<file path="config.mk">
export PLATFORM = sky130hd
export DESIGN_NAME = ipv6_ext_header_chain_table
export DESIGN_NICKNAME = d
export VERILOG_FILES = /design/src/rtl/iehc_pkg.sv /design/src/rtl/ipv6_ext_header_chain_table.sv /design/src/rtl/iehc_store.sv /design/src/rtl/iehc_alu.sv
export VERILOG_INCLUDE_DIRS = /design/src /design/src/rtl
export SDC_FILE = /design/constraint.sdc
export NUM_CORES = 1
export LEC_CHECK = 0
export BUFFER_PORTS_ARGS = -buffer_cell sky130_fd_sc_hd__buf_2
export CAP_MARGIN = 20
export CORE_MARGIN = 2
export CORE_UTILIZATION = 32
export CTS_CLUSTER_DIAMETER = 80
export DETAILED_ROUTE_END_ITERATION = 10
export GPL_TIMING_DRIVEN = 1
export PLACE_DENSITY = 0.44
export SYNTH_ARGS = -nofsm -noshare
export SYNTH_HDL_FRONTEND = slang
export SYNTH_SLANG_ARGS = --single-unit
</file>
<file path="constraint.sdc">
create_clock -name clock -period 6.3 [get_ports clock]
set_clock_uncertainty 0.15 [all_clocks]
set_input_delay 0.63 -clock clock [delete_from_list [all_inputs] [get_ports clock]]
set_output_delay 0.63 -clock clock [all_outputs]
set_load 0.02 [all_outputs]
</file>
<file path="src/rtl/ipv6_ext_header_chain_table_defines.svh">
// ----------------------------------------------------------------------------
// IPv6 extension header chain table - assertion macros
// Shared concurrent assertion forms for the chain table blocks.
// ----------------------------------------------------------------------------
`ifndef IPV6_EXT_HEADER_CHAIN_TABLE_DEFINES_SVH
`define IPV6_EXT_HEADER_CHAIN_TABLE_DEFINES_SVH

// same-cycle implication, disabled during reset
`define IEHC_ASSERT_IMP(label, clk, rst, ante, cons) \
   label: assert property (@(posedge clk) disable iff (rst) (ante) |-> (cons)) \
      else $error("iehc: same-cycle check failed");

// next-cycle implication, disabled during reset
`define IEHC_ASSERT_NXT(label, clk, rst, ante, cons) \
   label: assert property (@(posedge clk) disable iff (rst) (ante) |=> (cons)) \
      else $error("iehc: next-cycle check failed");

`endif

</file>
<file path="src/rtl/iehc_pkg.sv">
// ----------------------------------------------------------------------------
// IPv6 extension header chain table - package
// Field widths, operation and status codes, header types, ordering helper.
// ----------------------------------------------------------------------------
`timescale 1ns / 1ps

package iehc_pkg;

   // field widths
   localparam int FUNC_W   = 3;
   localparam int TYPE_W   = 8;
   localparam int LEN_W    = 12;
   localparam int OCC_W    = 3;
   localparam int CHUNK_W  = 17;
   localparam int STAT_W   = 3;
   localparam int POS_W    = 4;
   localparam int COUNT_W  = 4;
   localparam int TOTAL_W  = 15;
   localparam int ORD_W    = 4;

   localparam int REQ_DATA_W = 40;
   localparam int RSP_DATA_W = 80;

   // length constants
   localparam int HDR_BYTES  = 40;
   localparam int LEN_MAX    = 2048;
   localparam int LEN15_MAX  = 32767;

   // operation codes (5..7 act as a query)
   localparam logic [FUNC_W-1:0] FN_INSERT       = 3'd0;
   localparam logic [FUNC_W-1:0] FN_FIND         = 3'd1;
   localparam logic [FUNC_W-1:0] FN_REMOVE_FIRST = 3'd2;
   localparam logic [FUNC_W-1:0] FN_REMOVE_TYPE  = 3'd3;
   localparam logic [FUNC_W-1:0] FN_QUERY        = 3'd4;

   // status codes
   localparam logic [STAT_W-1:0] STAT_OK        = 3'd0;
   localparam logic [STAT_W-1:0] STAT_DUP       = 3'd1;
   localparam logic [STAT_W-1:0] STAT_BAD_LEN   = 3'd2;
   localparam logic [STAT_W-1:0] STAT_FULL      = 3'd3;
   localparam logic [STAT_W-1:0] STAT_NOT_FOUND = 3'd4;
   localparam logic [STAT_W-1:0] STAT_EMPTY     = 3'd5;

   // next-header protocol numbers
   localparam logic [TYPE_W-1:0] T_HOP      = 8'd0;
   localparam logic [TYPE_W-1:0] T_DEST     = 8'd60;
   localparam logic [TYPE_W-1:0] T_ROUTING  = 8'd43;
   localparam logic [TYPE_W-1:0] T_FRAGMENT = 8'd44;
   localparam logic [TYPE_W-1:0] T_AUTH     = 8'd51;
   localparam logic [TYPE_W-1:0] T_ESP      = 8'd50;
   localparam logic [TYPE_W-1:0] T_MOB      = 8'd135;

   // chain order ranks
   localparam logic [ORD_W-1:0] ORD_HOP     = 4'd0;
   localparam logic [ORD_W-1:0] ORD_DEST1   = 4'd1;
   localparam logic [ORD_W-1:0] ORD_ROUTING = 4'd2;
   localparam logic [ORD_W-1:0] ORD_FRAG    = 4'd3;
   localparam logic [ORD_W-1:0] ORD_AUTH    = 4'd4;
   localparam logic [ORD_W-1:0] ORD_ESP     = 4'd5;
   localparam logic [ORD_W-1:0] ORD_DEST2   = 4'd6;
   localparam logic [ORD_W-1:0] ORD_MOB     = 4'd7;
   localparam logic [ORD_W-1:0] ORD_UNKNOWN = 4'd8;

   // one stored chain entry
   typedef struct packed {
      logic [TYPE_W-1:0] etype;
      logic [LEN_W-1:0]  elen;
   } entry_type;

   // sequencer states
   typedef enum logic [3:0] {
      SEQ_IDLE,
      SEQ_SCAN,
      SEQ_SHIFT_UP,
      SEQ_SHIFT_DOWN,
      SEQ_PUT,
      SEQ_LEN_START,
      SEQ_LEN,
      SEQ_FRAG
   } seq_state_type;

   // base rank of a header type; destination options report its first rank
   function automatic logic [ORD_W-1:0] base_order(input logic [TYPE_W-1:0] t);
      logic [ORD_W-1:0] ord;
      case (t)
         T_HOP:      ord = ORD_HOP;
         T_DEST:     ord = ORD_DEST1;
         T_ROUTING:  ord = ORD_ROUTING;
         T_FRAGMENT: ord = ORD_FRAG;
         T_AUTH:     ord = ORD_AUTH;
         T_ESP:      ord = ORD_ESP;
         T_MOB:      ord = ORD_MOB;
         default:    ord = ORD_UNKNOWN;
      endcase
      return ord;
   endfunction

endpackage

</file>
<file path="src/rtl/ipv6_ext_header_chain_table.sv">
// ----------------------------------------------------------------------------
// IPv6 extension header chain table
// Ordered store of extension headers with insert, find, remove and lengths.
//
// One request beat is taken at a time; req_tready stays low until the result
// has been built. A request is accepted, then scanned entry by entry with a
// step to close the scan; an insert or remove then moves entries one by one,
// an insert places its entry, and the read restarts after an insert or a
// remove that moved entries. A length pass then runs over each entry of the
// resulting chain plus a closing step, and a finish step loads the result.
// A remove on an empty chain skips the scan. The finish step repeats while
// the previous result still waits in the output register. This sequence
// comes from the entry store with one read port, read one entry per cycle,
// and the one shared adder that accumulates lengths. The result waits in an
// output register, so the next request can be taken while rsp_tvalid is
// still high.
// ----------------------------------------------------------------------------
`timescale 1ns / 1ps
`include "ipv6_ext_header_chain_table_defines.svh"

module ipv6_ext_header_chain_table
   import iehc_pkg::*;
#(
   parameter int MAX_HEADERS = 8
) (
   input  logic                  clock,
   input  logic                  reset,
   input  logic                  req_tvalid,
   output logic                  req_tready,
   // ext_type[7:0], ext_length[19:8], occurrence[22:20], chunk_length[39:23]
   input  logic [REQ_DATA_W-1:0] req_tdata,
   // func[2:0]
   input  logic [FUNC_W-1:0]     req_tuser,
   output logic                  rsp_tvalid,
   input  logic                  rsp_tready,
   // position[3:0], found_type[11:4], found_length[23:12], entry_count[27:24],
   // total_length[42:28], unfragmentable_length[57:43],
   // fragment_length[74:58], not_fragment[75], zero[79:76]
   output logic [RSP_DATA_W-1:0] rsp_tdata,
   // status[2:0]
   output logic [STAT_W-1:0]     rsp_tuser
);

   localparam int CW    = $clog2(MAX_HEADERS + 1);
   localparam int AW    = (MAX_HEADERS > 1) ? $clog2(MAX_HEADERS) : 1;
   localparam int RUN_W = $clog2(HDR_BYTES + MAX_HEADERS * LEN_MAX + 1);
   localparam logic [CW-1:0] MAX_CNT = CW'(MAX_HEADERS);

   seq_state_type state_ff, state_in;
   logic [CW-1:0]      idx_ff, idx_in;
   logic [CW-1:0]      count_ff, count_in;
   logic [CW-1:0]      pos_ff, pos_in;
   logic [FUNC_W-1:0]  func_ff, func_in;
   logic [TYPE_W-1:0]  type_ff, type_in;
   logic [LEN_W-1:0]   len_ff, len_in;
   logic [OCC_W-1:0]   occ_ff, occ_in;
   logic [CHUNK_W-1:0] chunk_ff, chunk_in;
   logic [STAT_W-1:0]  status_ff, status_in;
   logic [TYPE_W-1:0]  ftype_ff, ftype_in;
   logic [LEN_W-1:0]   flen_ff, flen_in;
   logic [ORD_W-1:0]   mine_ff, mine_in;
   logic               seen_ff, seen_in;
   logic [RUN_W-1:0]   run_ff, run_in;
   logic [RUN_W-1:0]   unfrag_ff, unfrag_in;
   logic [RUN_W-1:0]   sub_ff, sub_in;
   logic               nofrag_ff, nofrag_in;
   logic                  rsp_valid_ff, rsp_valid_in;
   logic [RSP_DATA_W-1:0] rsp_data_ff, rsp_data_in;
   logic [STAT_W-1:0]     rsp_user_ff, rsp_user_in;

   logic          wr_en;
   logic [AW-1:0] wr_addr;
   entry_type     wr_entry;
   entry_type     rd_entry;

   logic [CHUNK_W-1:0] alu_a, alu_b, alu_res;
   logic               alu_sub, alu_carry;

   logic [CW-1:0]      idx_up, idx_dn, cnt_dn;
   logic [ORD_W-1:0]   theirs_base, theirs;
   logic               mine_known, bad_len, type_hit;
   logic [TOTAL_W-1:0] total_sat, unfrag_sat;
   logic [CHUNK_W-1:0] frag_val;
   logic               req_accept;

   assign idx_up = idx_ff + CW'(1);
   assign idx_dn = idx_ff - CW'(1);
   assign cnt_dn = count_ff - CW'(1);

   // entry storage
   iehc_store #(
      .DEPTH (MAX_HEADERS),
      .AW    (AW)
   ) u_store (
      .clock    (clock),
      .wr_en    (wr_en),
      .wr_addr  (wr_addr),
      .wr_entry (wr_entry),
      .rd_addr  (idx_in[AW-1:0]),
      .rd_entry (rd_entry)
   );

   // shared adder: length sums during the length pass, fragment length at the end
   iehc_alu u_alu (
      .op_a      (alu_a),
      .op_b      (alu_b),
      .op_sub    (alu_sub),
      .result    (alu_res),
      .carry_out (alu_carry)
   );

   always_comb begin
      alu_sub = (state_ff == SEQ_FRAG);
      if (alu_sub) begin
         alu_a = chunk_ff;
         alu_b = CHUNK_W'(sub_ff);
      end else begin
         alu_a = CHUNK_W'(run_ff);
         alu_b = CHUNK_W'(rd_entry.elen);
      end
   end

   // rank of the stored entry under the scan
   always_comb begin
      theirs_base = base_order(rd_entry.etype);
      if (theirs_base == ORD_DEST1) begin
         theirs = seen_ff ? ORD_DEST2 : ORD_DEST1;
      end else begin
         theirs = theirs_base;
      end
   end

   assign mine_known = (mine_ff != ORD_UNKNOWN);
   assign type_hit   = (rd_entry.etype == type_ff);
   assign req_accept = req_tvalid && req_tready;
   assign bad_len    = (req_tdata[19:8] == '0) || (req_tdata[10:8] != 3'd0)
                       || (req_tdata[19:8] > LEN_W'(LEN_MAX));

   // saturate lengths for the result beat
   assign total_sat  = (CHUNK_W'(run_ff) > CHUNK_W'(LEN15_MAX))
                       ? TOTAL_W'(LEN15_MAX) : TOTAL_W'(run_ff);
   assign unfrag_sat = (CHUNK_W'(unfrag_ff) > CHUNK_W'(LEN15_MAX))
                       ? TOTAL_W'(LEN15_MAX) : TOTAL_W'(unfrag_ff);
   assign frag_val   = (nofrag_ff || alu_carry) ? '0 : alu_res;

   // sequencer: next state, store writes and result load
   always_comb begin
      state_in     = state_ff;
      idx_in       = idx_ff;
      count_in     = count_ff;
      pos_in       = pos_ff;
      func_in      = func_ff;
      type_in      = type_ff;
      len_in       = len_ff;
      occ_in       = occ_ff;
      chunk_in     = chunk_ff;
      status_in    = status_ff;
      ftype_in     = ftype_ff;
      flen_in      = flen_ff;
      mine_in      = mine_ff;
      seen_in      = seen_ff;
      run_in       = run_ff;
      unfrag_in    = unfrag_ff;
      sub_in       = sub_ff;
      nofrag_in    = nofrag_ff;
      rsp_valid_in = rsp_valid_ff && !rsp_tready;
      rsp_data_in  = rsp_data_ff;
      rsp_user_in  = rsp_user_ff;
      wr_en        = 1'b0;
      wr_addr      = idx_up[AW-1:0];
      wr_entry     = rd_entry;
      req_tready   = (state_ff == SEQ_IDLE);

      case (state_ff)
         SEQ_IDLE: begin
            if (req_accept) begin
               func_in   = req_tuser;
               type_in   = req_tdata[7:0];
               len_in    = req_tdata[19:8];
               occ_in    = req_tdata[22:20];
               chunk_in  = req_tdata[39:23];
               status_in = STAT_OK;
               pos_in    = '0;
               ftype_in  = '0;
               flen_in   = '0;
               mine_in   = base_order(req_tdata[7:0]);
               seen_in   = 1'b0;
               run_in    = RUN_W'(HDR_BYTES);
               unfrag_in = RUN_W'(HDR_BYTES);
               sub_in    = RUN_W'(HDR_BYTES);
               nofrag_in = 1'b1;
               idx_in    = '0;
               case (req_tuser)
                  FN_INSERT: begin
                     if (bad_len) begin
                        status_in = STAT_BAD_LEN;
                        state_in  = SEQ_LEN;
                     end else begin
                        state_in = SEQ_SCAN;
                     end
                  end
                  FN_FIND: begin
                     state_in = SEQ_SCAN;
                  end
                  FN_REMOVE_FIRST, FN_REMOVE_TYPE: begin
                     if (count_ff == '0) begin
                        status_in = STAT_EMPTY;
                        state_in  = SEQ_LEN;
                     end else begin
                        state_in = SEQ_SCAN;
                     end
                  end
                  default: begin
                     state_in = SEQ_LEN;
                  end
               endcase
            end
         end

         SEQ_SCAN: begin
            idx_in = idx_up;
            case (func_ff)
               FN_INSERT: begin
                  if ((idx_ff == count_ff) || (mine_known && (theirs > mine_ff))) begin
                     // insertion point found: check room, then open a slot
                     if (count_ff >= MAX_CNT) begin
                        status_in = STAT_FULL;
                        idx_in    = '0;
                        state_in  = SEQ_LEN;
                     end else begin
                        pos_in = idx_ff;
                        if (idx_ff == count_ff) begin
                           state_in = SEQ_PUT;
                        end else begin
                           idx_in   = cnt_dn;
                           state_in = SEQ_SHIFT_UP;
                        end
                     end
                  end else begin
                     if (theirs_base == ORD_DEST1) begin
                        seen_in = 1'b1;
                     end
                     if (mine_known && (theirs == mine_ff)) begin
                        if (mine_ff == ORD_DEST1) begin
                           mine_in = ORD_DEST2;
                        end else begin
                           status_in = STAT_DUP;
                           idx_in    = '0;
                           state_in  = SEQ_LEN;
                        end
                     end
                  end
               end
               FN_FIND: begin
                  if (idx_ff == count_ff) begin
                     status_in = STAT_NOT_FOUND;
                     idx_in    = '0;
                     state_in  = SEQ_LEN;
                  end else if (type_hit) begin
                     if (occ_ff == '0) begin
                        pos_in   = idx_ff;
                        ftype_in = rd_entry.etype;
                        flen_in  = rd_entry.elen;
                        idx_in   = '0;
                        state_in = SEQ_LEN;
                     end else begin
                        occ_in = occ_ff - OCC_W'(1);
                     end
                  end
               end
               default: begin
                  // remove first matches the head entry
                  if (idx_ff == count_ff) begin
                     status_in = STAT_NOT_FOUND;
                     idx_in    = '0;
                     state_in  = SEQ_LEN;
                  end else if (type_hit || (func_ff == FN_REMOVE_FIRST)) begin
                     pos_in   = (func_ff == FN_REMOVE_FIRST) ? '0 : idx_ff;
                     ftype_in = rd_entry.etype;
                     flen_in  = rd_entry.elen;
                     if (idx_up == count_ff) begin
                        count_in = cnt_dn;
                        idx_in   = '0;
                        state_in = SEQ_LEN;
                     end else begin
                        state_in = SEQ_SHIFT_DOWN;
                     end
                  end
               end
            endcase
         end

         SEQ_SHIFT_UP: begin
            // move entry one place toward the tail
            wr_en   = 1'b1;
            wr_addr = idx_up[AW-1:0];
            if (idx_ff == pos_ff) begin
               state_in = SEQ_PUT;
            end else begin
               idx_in = idx_dn;
            end
         end

         SEQ_SHIFT_DOWN: begin
            // move entry one place toward the head
            wr_en   = 1'b1;
            wr_addr = idx_dn[AW-1:0];
            if (idx_ff == cnt_dn) begin
               count_in = cnt_dn;
               state_in = SEQ_LEN_START;
            end else begin
               idx_in = idx_up;
            end
         end

         SEQ_PUT: begin
            wr_en          = 1'b1;
            wr_addr        = pos_ff[AW-1:0];
            wr_entry.etype = type_ff;
            wr_entry.elen  = len_ff;
            count_in       = count_ff + CW'(1);
            state_in       = SEQ_LEN_START;
         end

         SEQ_LEN_START: begin
            idx_in   = '0;
            state_in = SEQ_LEN;
         end

         SEQ_LEN: begin
            // accumulate lengths over the chain
            if (idx_ff == count_ff) begin
               state_in = SEQ_FRAG;
            end else begin
               idx_in = idx_up;
               run_in = RUN_W'(alu_res);
               if ((rd_entry.etype == T_ROUTING) || (rd_entry.etype == T_HOP)) begin
                  unfrag_in = RUN_W'(alu_res);
               end
               if ((rd_entry.etype == T_FRAGMENT) && nofrag_ff) begin
                  sub_in    = RUN_W'(alu_res);
                  nofrag_in = 1'b0;
               end
            end
         end

         SEQ_FRAG: begin
            // load the result beat once the output register is free
            if (!rsp_valid_ff || rsp_tready) begin
               rsp_valid_in = 1'b1;
               rsp_user_in  = status_ff;
               rsp_data_in  = {4'd0, nofrag_ff, frag_val, unfrag_sat, total_sat,
                               COUNT_W'(count_ff), flen_ff, ftype_ff, POS_W'(pos_ff)};
               state_in     = SEQ_IDLE;
            end
         end

         default: begin
            state_in = SEQ_IDLE;
         end
      endcase
   end

   // control state
   always_ff @(posedge clock) begin
      if (reset) begin
         state_ff     <= SEQ_IDLE;
         count_ff     <= '0;
         rsp_valid_ff <= 1'b0;
      end else begin
         state_ff     <= state_in;
         count_ff     <= count_in;
         rsp_valid_ff <= rsp_valid_in;
      end
   end

   // working and result payload
   always_ff @(posedge clock) begin
      idx_ff      <= idx_in;
      pos_ff      <= pos_in;
      func_ff     <= func_in;
      type_ff     <= type_in;
      len_ff      <= len_in;
      occ_ff      <= occ_in;
      chunk_ff    <= chunk_in;
      status_ff   <= status_in;
      ftype_ff    <= ftype_in;
      flen_ff     <= flen_in;
      mine_ff     <= mine_in;
      seen_ff     <= seen_in;
      run_ff      <= run_in;
      unfrag_ff   <= unfrag_in;
      sub_ff      <= sub_in;
      nofrag_ff   <= nofrag_in;
      rsp_data_ff <= rsp_data_in;
      rsp_user_ff <= rsp_user_in;
   end

   assign rsp_tvalid = rsp_valid_ff;
   assign rsp_tdata  = rsp_data_ff;
   assign rsp_tuser  = rsp_user_ff;

   // checks
   `IEHC_ASSERT_IMP(a_count_bound, clock, reset, 1'b1, count_ff <= MAX_CNT)
   `IEHC_ASSERT_NXT(a_busy_after_accept, clock, reset, req_accept, !req_tready)
   `IEHC_ASSERT_IMP(a_count_moves_in_edit, clock, reset, !$stable(count_ff),
                    (state_ff == SEQ_LEN) || (state_ff == SEQ_LEN_START))
   `IEHC_ASSERT_IMP(a_nofrag_zero_len, clock, reset, rsp_tvalid && rsp_tdata[75],
                    rsp_tdata[74:58] == '0)

endmodule

</file>
<file path="src/rtl/iehc_store.sv">
// ----------------------------------------------------------------------------
// IPv6 extension header chain table - entry store
// Single write port, single registered read port for (type, length) entries.
// ----------------------------------------------------------------------------
`timescale 1ns / 1ps

module iehc_store
   import iehc_pkg::*;
#(
   parameter int DEPTH = 8,
   parameter int AW    = 3
) (
   input  logic          clock,
   input  logic          wr_en,
   input  logic [AW-1:0] wr_addr,
   input  entry_type     wr_entry,
   input  logic [AW-1:0] rd_addr,
   output entry_type     rd_entry
);

   entry_type mem_ff [DEPTH];
   entry_type rd_entry_ff;

   // write one entry
   always_ff @(posedge clock) begin
      if (wr_en) begin
         mem_ff[wr_addr] <= wr_entry;
      end
   end

   // register read data
   always_ff @(posedge clock) begin
      rd_entry_ff <= mem_ff[rd_addr];
   end

   assign rd_entry = rd_entry_ff;

endmodule

</file>
<file path="src/rtl/iehc_alu.sv">
// ----------------------------------------------------------------------------
// IPv6 extension header chain table - shared adder
// Add or subtract unit used for running length sums and fragment length.
// ----------------------------------------------------------------------------
`timescale 1ns / 1ps

module iehc_alu
   import iehc_pkg::*;
(
   input  logic [CHUNK_W-1:0] op_a,
   input  logic [CHUNK_W-1:0] op_b,
   input  logic               op_sub,
   output logic [CHUNK_W-1:0] result,
   output logic               carry_out
);

   logic [CHUNK_W:0] wide;

   // carry_out is the borrow on subtract
   always_comb begin
      if (op_sub) begin
         wide = {1'b0, op_a} - {1'b0, op_b};
      end else begin
         wide = {1'b0, op_a} + {1'b0, op_b};
      end
   end

   assign result    = wide[CHUNK_W-1:0];
   assign carry_out = wide[CHUNK_W];

endmodule
</file>
==> flow_summary_export.csv, run 1 <==
group,metric,value,unit
status,status,"completed",
job,cap_violations,0,
cts,root_buffer,"clkbuf_16",
grt,grt_max_degree,82,
grt,use_met2,24.48,%
setup_path,crit_chain,"nand3_2 > a21oi_1 > ha_1 > nand3_2 > or3_1 > nand2_1 > nand2_1 > o21ai_0 > ha_1 > a21o_1 > a21o_1 > a21oi_1 > o21ai_0 > a21o_1 > a31o_2 > a21boi_1 > a21o_1 > nor2_1",
cells_and_area,antenna_cells,0,
setup_path,critPathMaxFanout,22,
cells_and_area,layout_commonest_cell,"edfxtp_1",
cts,clk_latency,580,ps
place,place_area,18410,um2
setup_path,crit_path_end_kind,"flop",
setup_path,critPathMostFrequentCell,"a21o_1",
place,place_congestion,0.8365,
grt,grt_pass1_wl,64.74,mm
logic_synthesis,yosys_warnings,0,
cts,clock_sinks,392,
place,place_hpwl,27.79,mm
grt,track_usage,15.44,%
setup_path,cp.required,6460,ps
floorplan,initial_core_util,32.45,%
cells_and_area,mostFrequentLayoutCells,"361 x edfxtp_1, 147 x nand2_1, 130 x mux2i_1",
cts,numCtsBuffers,45,
cts,post_cts_buffers,0,
floorplan,dieArea,55270,um2
place,port_buffers,127,
sta,setup_viol_count_final,0,
sta,fin_crit,5257,ps
logic_synthesis,syn-cell-area,17090,um2
cts,hold_buffers,0,
power_and_ir_drop,leakage,7.386,nW
sta,whs,67.93,ps
grt,overflow,0,
setup_path,max_stage_delay,710,ps
detailed_routing,drc,0,
setup_path,cp.arrival,5420,ps
power_and_ir_drop,ir_drop,0.0003367,V
detailed_routing,drt_pass1_iterations,5,
cts,clockBufferDepth,3,
grt,antenna_found_initial,0,
sta,tightest_slew,1071,ps
detailed_routing,via_per_inst,4.862,
cts,cts_resized,0,
floorplan,dieWidth,235.1,um
detailed_routing,totalWireLength,43.11,mm
cells_and_area,final_area,19910,um2
grt,busiest_layer,"met2",
power_and_ir_drop,pwr-share-clk,22.7,%
logic_synthesis,synth_edf_count,361,
power_and_ir_drop,p_sw_share,37.44,%
floorplan,core,52660,um2
cells_and_area,drive_gt1_share,19.84,%
grt,grt_pass1_vias,10070,
detailed_routing,drtAntennaViolNets,0,
logic_synthesis,ys_types,79,
detailed_routing,drt-initial-drc-count,742,
sta,slew_headroom,27.84,%
setup_path,rrSetupSlack,1040,ps
power_and_ir_drop,seqPwrFrac,37.4,%
setup_path,crit_path_start_kind,"flop",
power_and_ir_drop,p_int,0.007264,W
logic_synthesis,ys_ff_latch,392,
logic_synthesis,yosysSeqAreaShare,67.07,%
sta,period_share,83.44,%
floorplan,rows,84,
cells_and_area,nNetsFinal,1439,
grt,use_met1,21.99,%
cells_and_area,area_growth,16.51,%
detailed_routing,vias,10160,
floorplan,fp.dieH,235.1,um
setup_path,slowest_stage,"dfxtp_1",
power_and_ir_drop,powerDensity,583.1,nW/um2
cts,h-tree-depth,2,
detailed_routing,wl_per_cell,20.64,um
logic_synthesis,synthFlopType,"edfxtp_1",
sta,rsz0062_at_grt,"no",
cts,cts_tree,"built",
logic_synthesis,avgSynthCellArea,13.89,um2
floorplan,ios,132,
power_and_ir_drop,p_comb_share,39.9,%
grt,use_met3,2.416,%
worst_hold_path,hold_class,"primary input to flop",
sta,drv_slew,0,
sta,final.setup.tns,0,ps
sta,hold_viol,0,
cts,clk_pin_slew,60,ps
sta,fmax,0.1902,GHz
logic_synthesis,ys_async_sr_fraction,0,%
setup_path,critPathKind,"flop to flop",
power_and_ir_drop,power.switching,0.004347,W
logic_synthesis,netlist_instances,1230,
cell usage after synthesis, types with 3 or more instances:
cell	count	area [um2]
nand2_1	147	551.8
and2_1	29	181.4
o21a_1	6	45.04
buf_1	3	11.26
a21o_1	9	67.56
nor2_1	79	296.5
nor2_2	10	62.56
buf_4	6	45.04
nand3b_1	3	22.52
o21ai_1	7	35.03
a211oi_1	6	45.04
o211ai_1	3	22.52
and3_1	3	18.77
a22oi_1	4	30.03
nor2b_1	4	25.02
a31oi_1	8	50.05
xor2_1	14	122.6
inv_2	4	15.01
or3_1	5	31.28
inv_1	26	97.59
clkbuf_4	4	30.03
edfxtp_1	361	10840
nand4_1	11	68.82
mux2i_1	130	1301
buf_2	8	40.04
mux2_2	20	225.2
dfxtp_1	31	620.6
nand4b_1	3	26.28
nand3_1	15	75.07
nor3_1	21	105.1
buf_6	4	45.04
a21oi_1	41	205.2
o21ai_0	36	180.2
buf_8	4	60.06
nor4_1	9	56.30
nand2b_1	11	68.82
ha_1	26	325.3
clkbuf_1	25	93.84
buf_12	4	80.08
a211o_1	5	43.79
nor3_2	3	30.03
xnor2_1	36	315.3
path summary, 6_finish.rpt:
kind / depth (start not counted) / endpoint / start
setup / recovery: 18 / rsp_tdata[74]$_SDFFCE_PP0P_ / state_ff[0]$_SDFFE_PP0P_
setup reg to reg: 18 / rsp_tdata[74]$_SDFFCE_PP0P_ / state_ff[0]$_SDFFE_PP0P_
hold reg to reg: 0 / rsp_tdata[5]$_DFFE_PP_ / ftype_ff[1]$_SDFFCE_PN0P_
hold / removal: 1 / chunk_ff[6]$_DFFE_PP_ / req_tdata[29]
power groups by stage:
stage / Sequential (W) / Clock, W / Combinational, W
floorplan: 0.00415 / 0 / 0.00375
global placement: 0.00439 / 0 / 0.00467
detailed placement: 0.00440 / 0 / 0.00468
CTS: 0.00435 / 0.00270 / 0.00470
global route: 0.00441 / 0.00280 / 0.00511
finish: 0.00434 / 0.00263 / 0.00463
cell type report:
type	count	area, um2
clock buffer	65	1303
clock inverter	18	200.2
fill	5010	32750
inverter	30	112.6
multi-input combinational	753	5205
sequential	392	11460
tap	688	860.8
timing repair buffer	143	768.2
cell families (layout without fill, tap and decap cells):
family / Yosys count / in the layout / share of synthesized area (%)
compound gates: 153 / 153 / 5.770
xor+xnor: 53 / 53 / 2.892
fa+ha+maj: 27 / 27 / 2.021
buf+inv: 88 / 256 / 3.031
flops: 392 / 392 / 67.07
mux: 151 / 151 / 9.064
other cells: 1 / 4 / 0.02194
simple gates: 365 / 365 / 10.13
routing by layer:
layer,up-vias,routed length [um]
li1,4802,-
met3,54,1853
met5,-,0
met4,0,792
met1,5042,20490
met2,258,19980
per-stage QoR:
step                      total power (W)  setup WS (ps)  instances  util (%)
after detailed placement         0.009079          976.5       2006     34.96
after global placement           0.009064           1065       2006     34.96
after global routing              0.01231          561.5       2089     37.81
after floorplan                  0.007901           1812       1233         -
after CTS                         0.01175          995.2       2089     37.81
final                             0.01161           1043       2089     37.81
flip-flops by register name, summed over array words and instances, names as in the netlist, 8 cells and up:
register	flops
type_ff	8
u_store.rd_entry	20
flen_ff	12
ftype_ff	8
run_ff	15
unfrag_ff	15
sub_ff	15
rsp_tdata	76
len_ff	12
chunk_ff	17
u_store.mem_ff	160
critical path: cells and delay by family (launching register included):
kind	cells	cell delay, ps
AO/OA/AOI/OAI	10	2310
AND/OR/NAND/NOR	6	1260
flip-flops	1	710
adder cells (fa/ha/maj)	2	550
Power figures use the tool's default switching activity.
==> run 2, diff against run 1 <==
--- a/config.mk
+++ b/config.mk
@@ -6,6 +6,7 @@
 export SDC_FILE = /design/constraint.sdc
 export NUM_CORES = 1
 export LEC_CHECK = 0
+export ABC_AREA = 1
 export BUFFER_PORTS_ARGS = -buffer_cell sky130_fd_sc_hd__buf_2
 export CAP_MARGIN = 20
 export CORE_MARGIN = 2
==> constraint.sdc (replaced) <==
create_clock -name clock -period 4.9 [get_ports clock]
set_clock_uncertainty 0.15 [all_clocks]
set_input_delay 0.49 -clock clock [delete_from_list [all_inputs] [get_ports clock]]
set_output_delay 0.49 -clock clock [all_outputs]
set_load 0.02 [all_outputs]
==> flow_summary_export.csv, run 2 <==
group,metric,value,unit
detailed_routing,vias,11900,
place,place_hpwl,29.75,mm
cts,h-tree-depth,2,
detailed_routing,drc,0,
logic_synthesis,avgSynthCellArea,11.11,um2
setup_path,rrSetupSlack,670,ps
logic_synthesis,ys_types,58,
power_and_ir_drop,pwr-share-clk,21.7,%
grt,grt_pass1_wl,72.40,mm
cells_and_area,top_register,"u_store.mem_ff",
cts,clockBufferDepth,3,
setup_path,r2r_end,"rsp_tdata[59]$_SDFFCE_PP0P_",
sta,period_share,86.39,%
power_and_ir_drop,p_sw_share,42.44,%
grt,antenna_found_initial,0,
setup_path,crit_path_end_kind,"flop",
logic_synthesis,ys_top_cells_by_area,"edfxtp_1 63%, nand2_1 7.2%, nand3_1 7.0%",
power_and_ir_drop,p_int,0.008888,W
setup_path,critPathMaxFanout,17,
sta,whs,28.02,ps
cts,clock_sinks,392,
grt,grt_max_degree,82,
logic_synthesis,netlist_instances,1559,
floorplan,dieWidth,236.6,um
floorplan,dieArea,55980,um2
job,cap_violations,0,
power_and_ir_drop,seqPwrFrac,35.2,%
sta,final.setup.tns,0,ps
setup_path,cp.required,5090,ps
grt,track_usage,16.97,%
cells_and_area,seq_area,11460,um2
setup_path,crit_end,"rsp_tdata[59]$_SDFFCE_PP0P_",
floorplan,ios,132,
cells_and_area,stdcell_count,2465,
cells_and_area,n_fill_cell,5118,
cells_and_area,area_growth,19.08,%
cells_and_area,nNetsFinal,1806,
floorplan,fp.dieH,236.6,um
floorplan,rows,85,
sta,setup_viol_count_final,0,
cells_and_area,drive_gt1_share,16.05,%
power_and_ir_drop,power.switching,0.006553,W
detailed_routing,drtAntennaViolNets,0,
cts,cts_resized,0,
cells_and_area,antenna_cells,0,
sta,fin_crit,4233,ps
setup_path,cp.arrival,4420,ps
sta,fmax,0.2362,GHz
cells_and_area,layout_commonest_cell,"edfxtp_1",
cts,numCtsBuffers,46,
logic_synthesis,ys_ff_latch,392,
setup_path,r2r_start,"state_ff[2]$_SDFFE_PP0P_",
logic_synthesis,ys_top_cells_by_count,"361 x edfxtp_1, 333 x nand2_1, 242 x nand3_1, 119 x nor2_1, 100 x inv_1",
detailed_routing,wl_per_cell,19.15,um
power_and_ir_drop,powerDensity,748.9,nW/um2
power_and_ir_drop,leakage,7.923,nW
logic_synthesis,syn-cell-area,17310,um2
status,status,"completed",
sta,slew_headroom,28.94,%
detailed_routing,via_per_inst,4.829,
setup_path,critPathKind,"flop to flop",
place,port_buffers,127,
setup_path,rr_worst_depth,20,
sta,rsz0062_at_grt,"no",
logic_synthesis,synth_edf_count,361,
detailed_routing,drt-initial-drc-count,809,
cts,cts_tree,"built",
place,dp_cells,2338,
cells_and_area,mostFrequentLayoutCells,"361 x edfxtp_1, 332 x nand2_1, 242 x nand3_1",
cells_and_area,multi_input_area,5134,um2
logic_synthesis,yosysMostFrequentCell,"edfxtp_1",
logic_synthesis,synthFlopType,"edfxtp_1",
floorplan,initial_core_util,32.24,%
worst_hold_path,hold_class,"primary input to flop",
logic_synthesis,ys_async_sr_fraction,0,%
place,place_congestion,0.8905,
detailed_routing,drt_pass1_iterations,5,
setup_path,critPathLaunch,"state_ff[2]$_SDFFE_PP0P_",
grt,grt_pass1_vias,11900,
cts,root_buffer,"clkbuf_16",
setup_path,crit_path_start_kind,"flop",
power_and_ir_drop,ir_drop,0.0008802,V
logic_synthesis,yosysTopAreaCell,"edfxtp_1",
sta,tightest_slew,1055,ps
grt,overflow,0,
logic_synthesis,synth_top_area_share,62.61,%
power_and_ir_drop,p_comb_share,43.1,%
sta,drv_slew,0,
floorplan,core,53710,um2
sta,hold_viol,0,
cts,clk_pin_slew,60,ps
detailed_routing,totalWireLength,47.20,mm
cts,clk_latency,590,ps
logic_synthesis,yosys_warnings,0,
cts,hold_buffers,41,
cts,post_cts_buffers,0,
cells_and_area,largest_reg_flops,160,
logic_synthesis,yosysSeqAreaShare,66.19,%
==> run 2: worst max-delay path: stages (launching register included) <==
cell      delay [ps]
dfxtp_1          540
nand3_4          160
buf_4            230
o21ai_1          220
ha_1             250
nand4_1          120
nor2_2           160
nand3_2          120
o21ai_2          200
inv_2             90
a21oi_1          130
ha_1             290
a21oi_1          180
o21ai_0           90
a21oi_1          170
nand2_1          110
nand3_4          100
a21oi_4           60
o21bai_4         310
buf_12           210
nor2_1            60
==> run 2: stage by stage <==
| step | util, % | power [W] | cell area (um2) | setup slack (ps) |
|---|---|---|---|---|
| after floorplan | - | 0.01014 | 17330 | 466.1 |
| after global placement | 34.86 | 0.01216 | 18720 | 649.2 |
| after detailed placement | 34.87 | 0.01220 | 18730 | 634.6 |
| after CTS | 38.38 | 0.01564 | 20610 | 613.2 |
| after global routing | 38.39 | 0.01662 | 20620 | 265.1 |
| final | 38.39 | 0.01544 | 20620 | 666.8 |
==> run 2: routing by layer <==
| layer | vias up | GRT usage, % | wire, um |
|---|---|---|---|
| met5 | - | 0 | 0 |
| met4 | 0 | 5.773 | 1234 |
| met3 | 78 | 2.600 | 2081 |
| met2 | 276 | 27.69 | 22090 |
| met1 | 5767 | 23.10 | 21800 |
| li1 | 5782 | - | - |
==> run 2: cell families after synthesis <==
logic type	synth area share, %
AO/OA/AOI/OAI	4.791
AND/OR/NAND/NOR	20.33
XOR/XNOR	1.720
other	0.02166
buffers and inverters	4.777
multiplexers	0.1734
flip-flops	66.19
adder cells (fa/ha/maj)	1.995
==> run 2: power by group through the flow <==
| stage | sequential, W | combinational (W) | clock (W) |
|---|---|---|---|
| 2_1_floorplan | 0.00532 | 0.00482 | 0 |
| 3_3_place_gp | 0.00550 | 0.00666 | 0 |
| 3_5_place_dp | 0.00550 | 0.00670 | 0 |
| 4_1_cts | 0.00544 | 0.00675 | 0.00345 |
| 5_1_grt | 0.00551 | 0.00753 | 0.00357 |
| 6_report | 0.00543 | 0.00665 | 0.00336 |
==> run 2: how the worst min path moves through the flow <==
| stage | from | endpoint | slack (ps) | cells past startpoint |
|---|---|---|---|---|
| global route | req_tdata[20] | occ_ff[0]$_DFFE_PP_ | 50 | 3 |
| global placement | ftype_ff[3]$_SDFFCE_PN0P_ | rsp_tdata[7]$_DFFE_PP_ | 250 | 0 |
| finish | req_tdata[20] | occ_ff[0]$_DFFE_PP_ | 30 | 3 |
| detailed placement | unfrag_ff[12]$_DFFE_PP_ | rsp_tdata[55]$_DFFE_PP_ | 250 | 0 |
| CTS | req_tdata[20] | occ_ff[0]$_DFFE_PP_ | 2 | 3 |
| floorplan | ftype_ff[6]$_SDFFCE_PN0P_ | rsp_tdata[10]$_DFFE_PP_ | 250 | 0 |
==> run 2: cell type report <==
type | count | area share (%)
inverter | 117 | 2.130
clock inverter | 26 | 1.220
tap | 696 | 4.224
timing repair buffer | 189 | 6.020
clock buffer | 59 | 5.923
multi-input combinational | 986 | 24.90
sequential | 392 | 55.59
